File: src/hw/rtl/slpg_pkg.sv
// ----------------------------------------------------------------------------
// Status LED pattern generator package
// Types, operation and register codes, colours and timing constants.
// ----------------------------------------------------------------------------
`default_nettype none

package slpg_pkg;

  typedef logic [23:0] rgb_t;

  typedef enum logic [2:0] {
    OP_TICK         = 3'd0,
    OP_SET_MODE     = 3'd1,
    OP_KEY_FLASH    = 3'd2,
    OP_LAYER_COLOUR = 3'd3,
    OP_WIFI_SLEEP   = 3'd4,
    OP_LOW_BATTERY  = 3'd5
  } op_e;

  typedef enum logic [1:0] {
    CFG_STEADY_LEVEL   = 2'd0,
    CFG_PULSE_LEVEL    = 2'd1,
    CFG_KEY_FLASH_MS   = 2'd2,
    CFG_LAYER_FLASH_MS = 2'd3
  } cfg_idx_e;

  // mode codes; 5..7 mean off
  localparam logic [2:0] MODE_WAITING   = 3'd0;
  localparam logic [2:0] MODE_CONNECTED = 3'd1;
  localparam logic [2:0] MODE_MIC       = 3'd2;
  localparam logic [2:0] MODE_HID_KEY   = 3'd3;
  localparam logic [2:0] MODE_VOICE_KEY = 3'd4;

  localparam rgb_t COLOUR_WHITE_DIM  = 24'h0C0C0C;
  localparam rgb_t COLOUR_RED_DIM    = 24'h0C0000;
  localparam rgb_t COLOUR_RED_FAINT  = 24'h020000;
  localparam rgb_t COLOUR_BLUE_DIM   = 24'h00000C;
  localparam rgb_t COLOUR_YELLOW_DIM = 24'h0C0C00;
  localparam rgb_t COLOUR_GREEN      = 24'h00FF00;
  localparam rgb_t COLOUR_OFF        = 24'h000000;

  localparam logic [7:0] STEADY_LEVEL_RST   = 8'd6;
  localparam logic [7:0] PULSE_LEVEL_RST    = 8'd12;
  localparam logic [7:0] KEY_FLASH_MS_RST   = 8'd100;
  localparam logic [7:0] LAYER_FLASH_MS_RST = 8'd200;

  // phase counters: 2 s and 4 s at 1 ms ticks
  localparam logic [10:0] PHASE_TWO_LAST  = 11'd1999;
  localparam logic [11:0] PHASE_FOUR_LAST = 12'd3999;

  // low-battery double pulse windows and heartbeat on-time
  localparam logic [10:0] PULSE_ONE_END   = 11'd120;
  localparam logic [10:0] PULSE_TWO_START = 11'd220;
  localparam logic [10:0] PULSE_TWO_END   = 11'd340;
  localparam logic [11:0] HEARTBEAT_ON    = 12'd150;

endpackage

`default_nettype wire

File: src/hw/rtl/slpg_dim.sv
// ----------------------------------------------------------------------------
// Colour dimmer
// Scales each channel of an RGB colour as c*level/255, truncating.
// ----------------------------------------------------------------------------
`default_nettype none

module slpg_dim
  import slpg_pkg::*;
(
  input  rgb_t       colour_i,
  input  logic [7:0] level_i,
  output rgb_t       colour_o
);

  // x/255 for x <= 255*255 is (x + (x >> 8) + 1) >> 8; the sum stays below 2^16
  for (genvar ch = 0; ch < 3; ch++) begin : g_ch
    logic [15:0] prod;
    logic [15:0] sum;

    assign prod = colour_i[8*ch +: 8] * level_i;
    assign sum  = prod + {8'd0, prod[15:8]} + 16'd1;
    assign colour_o[8*ch +: 8] = sum[15:8];
  end

endmodule

`default_nettype wire

File: src/hw/rtl/status_led_pattern_generator_unit.sv
// ----------------------------------------------------------------------------
// Status LED pattern generator
// Picks the status LED colour from events and millisecond ticks.
// ----------------------------------------------------------------------------
// Each item (tick or event) is taken into an input register and evaluated
// as it leaves that register, when the state is updated and a colour, if it
// differs from the last one sent, is loaded into the result register. One item
// is accepted per cycle while the input register can drain. The only throttle
// is the result register: while it holds an unaccepted result, the input
// register cannot drain, so in_stall_o follows out_stall_i. Items that
// produce no result (flash arming, battery flag, ignored codes) leave the
// result channel untouched. Configuration writes take effect at once and are
// expected only while no item is in flight.
// ----------------------------------------------------------------------------
`default_nettype none

module status_led_pattern_generator_unit
  import slpg_pkg::*;
(
  input  logic       clk_i,
  input  logic       rst_ni,
  // item input
  input  logic       in_valid_i,
  output logic       in_stall_o,
  input  logic [2:0] operation_i,
  input  logic [2:0] new_state_i,
  input  logic       voice_key_i,
  input  rgb_t       layer_rgb_i,
  input  logic       flag_value_i,
  // result output
  output logic       out_valid_o,
  input  logic       out_stall_i,
  output rgb_t       led_rgb_o,
  // configuration writes
  input  logic       cfg_we_i,
  input  logic [1:0] cfg_index_i,
  input  logic [7:0] cfg_wdata_i
);

  // configuration
  logic [7:0] steady_level_q, pulse_level_q, key_flash_ms_q, layer_flash_ms_q;

  // input register
  logic       s1_valid_q;
  logic [2:0] op_q, ns_q;
  logic       vk_q, fv_q;
  rgb_t       rgb_q;

  // block state
  logic [2:0]  base_mode_q, base_mode_d;
  logic        flash_voice_q, flash_voice_d;
  logic        flash_act_q, flash_act_d;
  logic        layer_flash_q, layer_flash_d;
  logic [7:0]  flash_rem_q, flash_rem_d;
  rgb_t        layer_colour_q, layer_colour_d;
  logic        batt_low_q, batt_low_d;
  logic        wifi_sleep_q, wifi_sleep_d;
  logic [10:0] phase2_q, phase2_d;
  logic [11:0] phase4_q, phase4_d;
  rgb_t        last_colour_q;
  logic        last_valid_q;

  // result register
  logic out_valid_q;
  rgb_t led_q;

  logic       in_accept, advance;
  logic       do_eval, emit;
  logic [2:0] eval_mode;
  logic       show_layer_flash;
  logic [7:0] dim_level;
  rgb_t       dimmed, colour;

  // handshake: input register drains whenever the result slot is free
  assign advance    = s1_valid_q && (!out_valid_q || !out_stall_i);
  assign in_stall_o = s1_valid_q && !advance;
  assign in_accept  = in_valid_i && !in_stall_o;

  assign out_valid_o = out_valid_q;
  assign led_rgb_o   = led_q;

  // next state from the registered item
  always_comb begin
    base_mode_d    = base_mode_q;
    flash_voice_d  = flash_voice_q;
    flash_act_d    = flash_act_q;
    layer_flash_d  = layer_flash_q;
    flash_rem_d    = flash_rem_q;
    layer_colour_d = layer_colour_q;
    batt_low_d     = batt_low_q;
    wifi_sleep_d   = wifi_sleep_q;
    phase2_d       = phase2_q;
    phase4_d       = phase4_q;
    do_eval        = 1'b0;
    eval_mode      = base_mode_q;

    case (op_e'(op_q))
      OP_TICK: begin
        phase2_d = (phase2_q == PHASE_TWO_LAST) ? 11'd0 : phase2_q + 11'd1;
        phase4_d = (phase4_q == PHASE_FOUR_LAST) ? 12'd0 : phase4_q + 12'd1;
        if (flash_act_q) begin
          if (flash_rem_q == 8'd0) begin
            flash_act_d = 1'b0;
          end else begin
            flash_rem_d = flash_rem_q - 8'd1;
          end
        end
        do_eval = 1'b1;
        if (flash_act_d) begin
          eval_mode = flash_voice_q ? MODE_VOICE_KEY : MODE_HID_KEY;
        end
      end
      OP_SET_MODE: begin
        // key-press codes are not valid base modes: ignored
        if (ns_q != MODE_HID_KEY && ns_q != MODE_VOICE_KEY) begin
          flash_act_d = 1'b0;
          base_mode_d = ns_q;
          eval_mode   = ns_q;
          do_eval     = 1'b1;
        end
      end
      OP_KEY_FLASH: begin
        layer_flash_d = 1'b0;
        flash_voice_d = vk_q;
        flash_rem_d   = key_flash_ms_q;
        flash_act_d   = 1'b1;
      end
      OP_LAYER_COLOUR: begin
        layer_colour_d = (rgb_q == COLOUR_OFF) ? COLOUR_GREEN : rgb_q;
        layer_flash_d  = 1'b1;
        flash_rem_d    = layer_flash_ms_q;
        flash_act_d    = 1'b1;
      end
      OP_WIFI_SLEEP: begin
        if (wifi_sleep_q != fv_q) begin
          wifi_sleep_d = fv_q;
          do_eval      = 1'b1;
        end
      end
      OP_LOW_BATTERY: begin
        batt_low_d = fv_q;
      end
      default: begin
      end
    endcase
  end

  // one dimmer serves both layer flash (pulse level) and steady layer colour
  assign show_layer_flash = layer_flash_d && flash_act_d;
  assign dim_level        = show_layer_flash ? pulse_level_q : steady_level_q;

  slpg_dim u_dim (
    .colour_i (layer_colour_d),
    .level_i  (dim_level),
    .colour_o (dimmed)
  );

  // priority: layer flash, battery pulse, sleep red, mode colour
  always_comb begin
    if (show_layer_flash) begin
      colour = dimmed;
    end else if (batt_low_d && eval_mode == MODE_CONNECTED &&
                 (phase2_d < PULSE_ONE_END ||
                  (phase2_d >= PULSE_TWO_START && phase2_d < PULSE_TWO_END))) begin
      colour = COLOUR_WHITE_DIM;
    end else if (wifi_sleep_d) begin
      // full red scaled: red channel equals the level itself
      colour = {steady_level_q, 16'h0000};
    end else begin
      case (eval_mode)
        MODE_WAITING:   colour = (phase4_d < HEARTBEAT_ON) ? COLOUR_RED_DIM
                                                           : COLOUR_RED_FAINT;
        MODE_CONNECTED: colour = dimmed;
        MODE_MIC:       colour = COLOUR_BLUE_DIM;
        MODE_HID_KEY:   colour = COLOUR_YELLOW_DIM;
        MODE_VOICE_KEY: colour = COLOUR_RED_DIM;
        default:        colour = COLOUR_OFF;
      endcase
    end
  end

  // send only on change, or the very first colour
  assign emit = do_eval && (!last_valid_q || colour != last_colour_q);

  // configuration registers
  always_ff @(posedge clk_i or negedge rst_ni) begin
    if (!rst_ni) begin
      steady_level_q   <= STEADY_LEVEL_RST;
      pulse_level_q    <= PULSE_LEVEL_RST;
      key_flash_ms_q   <= KEY_FLASH_MS_RST;
      layer_flash_ms_q <= LAYER_FLASH_MS_RST;
    end else if (cfg_we_i) begin
      case (cfg_idx_e'(cfg_index_i))
        CFG_STEADY_LEVEL:   steady_level_q   <= cfg_wdata_i;
        CFG_PULSE_LEVEL:    pulse_level_q    <= cfg_wdata_i;
        CFG_KEY_FLASH_MS:   key_flash_ms_q   <= cfg_wdata_i;
        CFG_LAYER_FLASH_MS: layer_flash_ms_q <= cfg_wdata_i;
        default: begin
        end
      endcase
    end
  end

  // input register
  always_ff @(posedge clk_i or negedge rst_ni) begin
    if (!rst_ni) begin
      s1_valid_q <= 1'b0;
    end else if (in_accept) begin
      s1_valid_q <= 1'b1;
    end else if (advance) begin
      s1_valid_q <= 1'b0;
    end
  end

  always_ff @(posedge clk_i) begin
    if (in_accept) begin
      op_q  <= operation_i;
      ns_q  <= new_state_i;
      vk_q  <= voice_key_i;
      rgb_q <= layer_rgb_i;
      fv_q  <= flag_value_i;
    end
  end

  // block state, updated as the item leaves the input register
  always_ff @(posedge clk_i or negedge rst_ni) begin
    if (!rst_ni) begin
      base_mode_q    <= MODE_WAITING;
      flash_voice_q  <= 1'b0;
      flash_act_q    <= 1'b0;
      layer_flash_q  <= 1'b0;
      flash_rem_q    <= 8'd0;
      layer_colour_q <= COLOUR_GREEN;
      batt_low_q     <= 1'b0;
      wifi_sleep_q   <= 1'b0;
      phase2_q       <= 11'd0;
      phase4_q       <= 12'd0;
      last_colour_q  <= COLOUR_OFF;
      last_valid_q   <= 1'b0;
    end else if (advance) begin
      base_mode_q    <= base_mode_d;
      flash_voice_q  <= flash_voice_d;
      flash_act_q    <= flash_act_d;
      layer_flash_q  <= layer_flash_d;
      flash_rem_q    <= flash_rem_d;
      layer_colour_q <= layer_colour_d;
      batt_low_q     <= batt_low_d;
      wifi_sleep_q   <= wifi_sleep_d;
      phase2_q       <= phase2_d;
      phase4_q       <= phase4_d;
      if (emit) begin
        last_colour_q <= colour;
        last_valid_q  <= 1'b1;
      end
    end
  end

  // result register
  always_ff @(posedge clk_i or negedge rst_ni) begin
    if (!rst_ni) begin
      out_valid_q <= 1'b0;
    end else if (advance) begin
      out_valid_q <= emit;
    end else if (!out_stall_i) begin
      out_valid_q <= 1'b0;
    end
  end

  always_ff @(posedge clk_i) begin
    if (advance && emit) begin
      led_q <= colour;
    end
  end

endmodule

`default_nettype wire

File: config.mk
export PLATFORM = sky130hd
export DESIGN_NAME = status_led_pattern_generator_unit
export DESIGN_NICKNAME = d
export VERILOG_FILES = /design/src/hw/rtl/slpg_pkg.sv /design/src/hw/rtl/slpg_dim.sv /design/src/hw/rtl/status_led_pattern_generator_unit.sv
export SDC_FILE = /design/constraint.sdc
export NUM_CORES = 1
export LEC_CHECK = 0
export BUFFER_PORTS_ARGS = -buffer_cell sky130_fd_sc_hd__buf_2
export CELL_PAD_IN_SITES_DETAIL_PLACEMENT = 1
export CELL_PAD_IN_SITES_GLOBAL_PLACEMENT = 1
export CORE_UTILIZATION = 45
export DETAILED_ROUTE_END_ITERATION = 10
export HOLD_SLACK_MARGIN = 0.05
export PLACE_DENSITY_LB_ADDON = 0.1
export SYNTH_ARGS = -nofsm -noshare
export SYNTH_HDL_FRONTEND = slang
export SYNTH_SLANG_ARGS = --single-unit
export TNS_END_PERCENT = 20
File: constraint.sdc
create_clock -name clk_i -period 9.69 [get_ports clk_i]
set_clock_uncertainty 0.1 [all_clocks]
set_input_delay 0 -clock clk_i [delete_from_list [all_inputs] [get_ports clk_i]]
set_output_delay 0 -clock clk_i [all_outputs]
set_load 0.02 [all_outputs]
==> summary.md <==
| Metric | Value |
|---|---|
| Residual overflow from global routing | 0 |
| Cells after DPL | 2,727 |
| RR Startpoint | op_q[2]$_DFFE_PP_ |
| Reg-to-reg endpoint | last_colour_q[3]$_DFFE_PN0P_ |
| CTS tree | built |
| Worst Path Max Fanout | 7 |
| Cells after Synth | 2,017 |
| DR WL/cell | 22.7 microns |
| Net Count, Synth | 2,299 |
| Hold Crit Class | in2async |
| Crit path launch type | flip-flop |
| Critical path's largest stage delay | 550 ps |
| Number of global-route vias before repair | 18,300 |
| Reg2Reg Setup Slack | 40 ps |
| # rows | 72 |
| Tmin final | 9650 ps |
| Clock Pin Slew Worst Setup and Hold Paths | 70 ps |
| Post-DP HPWL | 48,800 microns |
| DIE HEIGHT | 202 microns |
| Async S/R FF share, synth | 0.685 |
| Slew Viols, Final | 0 |
| WL met1 | 26,800 microns |
| Crit path DAT | 9890 ps |
| Detailed Route WL | 64,200 microns |
| Synth top area cells | dfrtp_1 (14%), fa_1 (12%), edfxtp_1 (9.4%), ha_1 (8.8%), nor2_1 (5.7%) |
| First-pass DRT Iterations | 5 |
| Final setup viols | 0 |
| Highest Clock Rate | 104 MHz |
| Clk buf depth | 2 |
| Top-area cell type share of the netlist area | 0.145 |
| Area Growth Syn to Fin | 23.6% |
| First-pass GRT wire length | 101,000 microns |
| Max Cap Violations | 0 |
| Commonest non-fill, non-tap cells in the layout | nor2_1 (264), buf_4 (208), inv_1 (170) |
| Met2 Routed Length | 32,800 microns |
| Fillers | 4,507 |
| Initial antenna violation count | 1 |
| Ports | 73 |
| Fin cells | 2,831 |
| Diode count | 0 |
| Initial Util | 0.461 |
| Most common cell after layout, fill and taps aside | nor2_1 |
| Routed length on met3 | 2440 microns |
| Nets | 2,582 |
| CP max stage cell | or4_4 |
| Warnings from Yosys | 0 |
| Layout cells sized above 1 | 0.255 |
| Die footprint | 40,800 sq um |
| Vias | 17,000 |
| Gr usage total | 0.316 |
| Yosys cell types | 107 |
| Die Width | 202 microns |
| RSZ-0062 raised after global routing | true |
| Yosys top cell by area | dfrtp_1 |
| Outcome | complete, no violations |
| Root Buffer Master | clkbuf_16 |
| Post-synthesis sequential area ratio | 0.265 |
| Avg Inst Size Synth | 8.91 sq um |
| Critical path buffer and inverter count | 8 |
| Hold Fails Final Rpt | 0 |
| Primary FF master, synth | dfrtp_1 |
| Reg2reg path depth | 39 |
| Critical Path End Type | flip-flop |
| Top layer in use | met4 |
| Final antenna-violating net count | 0 |
| Port bufs | 72 |
| Number of H-tree levels | 4 |
| Final period util | 0.996 |
| Final core occ | 0.570 |
| Rel. slew slack | 0.278 |
| Clk_lat worst skew | 470 ps |
| FF+latch count, synth | 178 |
| Post-Syn Area | 18,000 sq um |
| Routability congestion estimate | 0.952 |
| Core Area | 39,000 sq um |
| Clock buffer count from CTS | 17 |
| Worst path top cell family by delay | adder cells |
| Req. time, crit path | 9930 ps |
| Vias per std cell | 6.01 |
| CP Launch Point | op_q[2]$_DFFE_PP_ |
| Critical path class | reg2reg |
| Clock sink count | 178 |
| Post-synth EDFFs | 56 |
| Critical Path Most Common Cell | fa_1 |
| Largest net degree at the start of global routing | 73 |
| Initial DRC Count | 1,054 |
| Slew @ Worst Pin | 1070 ps |
| Drt drc | 0 |
==> state kept, by name, summed over array words and instances (netlist names), 3 cells and up <==
name	cells
layer_flash_ms_q	8
phase2_q	11
phase4_q	12
op_q	3
led_rgb_o	24
pulse_level_q	8
steady_level_q	8
layer_colour_q	24
rgb_q	24
base_mode_q	3
key_flash_ms_q	8
flash_rem_q	8
last_colour_q	24
ns_q	3
==> final cells by class <==
| class | instances | area, sq um | area share |
|---|---|---|---|
| Multi-Input combinational cell | 1572 | 12800 | 0.578 |
| Sequential cell | 178 | 4760 | 0.214 |
| Timing Repair Buffer | 351 | 2740 | 0.123 |
| Inverter | 180 | 683 | 0.0307 |
| Tap cell | 518 | 648 | 0.0292 |
| Clock buffer | 19 | 443 | 0.0199 |
| Clock inverter | 13 | 119 | 0.00535 |
==> timing repair <==
action / 4_1_cts / 5_1_grt
hold buffers: 49 / 0
setup endpoints to repair: 44 / 44
buffers inserted: 4 / 19
gates cloned: 1 / 1
pin swaps: 14 / 74
hold endpoints to repair: 123 / 0
gates resized for setup: 24 / 116
==> per-stage QoR <==
| step | TNS [ps] | hold WS (ps) | cell area (sq um) | setup slack (ps) |
|---|---|---|---|---|
| floorplan | 0 | -396 | 18100 | 1.08 |
| global placement | -2310 | -2.75 | 20300 | -79.4 |
| detailed placement | -10780 | 4.91 | 20300 | -284 |
| CTS | -23.9 | 51.6 | 21500 | -9.24 |
| global route | -9170 | 117 | 22200 | -268 |
| finish | 0 | 44.9 | 22200 | 39.0 |
==> synth_stat cells (7+ instances only) <==
cell type  instances
o21ai_0           93
xor2_1            15
a211oi_1          22
fa_1             108
dfrtp_1          104
nor3_1            41
o211ai_1          26
nor4_1            22
o21a_1            14
clkbuf_1          68
mux2_4            10
buf_2              9
mux2_1             8
nor2_1           272
nand2_1          146
o211a_1            8
and3_1            17
nand3_1           54
a31oi_1           18
and2_1            21
o31ai_1           11
or2_2             44
ha_1             127
nand4_1           20
inv_1            179
or4_1             11
nor2b_1           13
or3_1             18
xnor2_1           40
o2111ai_1          8
nand2b_1          11
a21o_1            33
a21oi_1           74
a2111oi_0          8
mux2_2            41
dfstp_2           18
edfxtp_1          56
mux2i_1           41
nand3b_1           7
==> layer usage <==
metal,track usage,up-vias
li1,-,7753
met1,0.391,8691
met2,0.567,439
met3,0.0342,125
met4,0.114,0
met5,0,-
==> how the worst max path moves through the flow <==
stage,slack [ps],to,cells after the start
floorplan,1,last_colour_q[10]$_DFFE_PN0P_,35
global placement,-80,led_rgb_o[15]$_DFFE_PP_,36
detailed placement,-280,led_rgb_o[15]$_DFFE_PP_,33
CTS,-9,last_colour_q[18]$_DFFE_PN0P_,39
global route,-270,last_colour_q[7]$_DFFE_PN0P_,41
finish,40,last_colour_q[3]$_DFFE_PN0P_,39
==> cells by family after synthesis <==
logic type | after synthesis | synth area share
muxes | 100 | 0.0619
adders and majority gates | 235 | 0.209
DFF | 178 | 0.265
and+or+nand+nor | 745 | 0.204
AOI/OAI and AO/OA | 436 | 0.174
buffers and inverters | 267 | 0.0587
xor gates and xnor gates | 56 | 0.0277
Power is left out: the tool's default activity adds up to more than one toggle a clock period on the data nets, which glitch-free logic cannot reach.
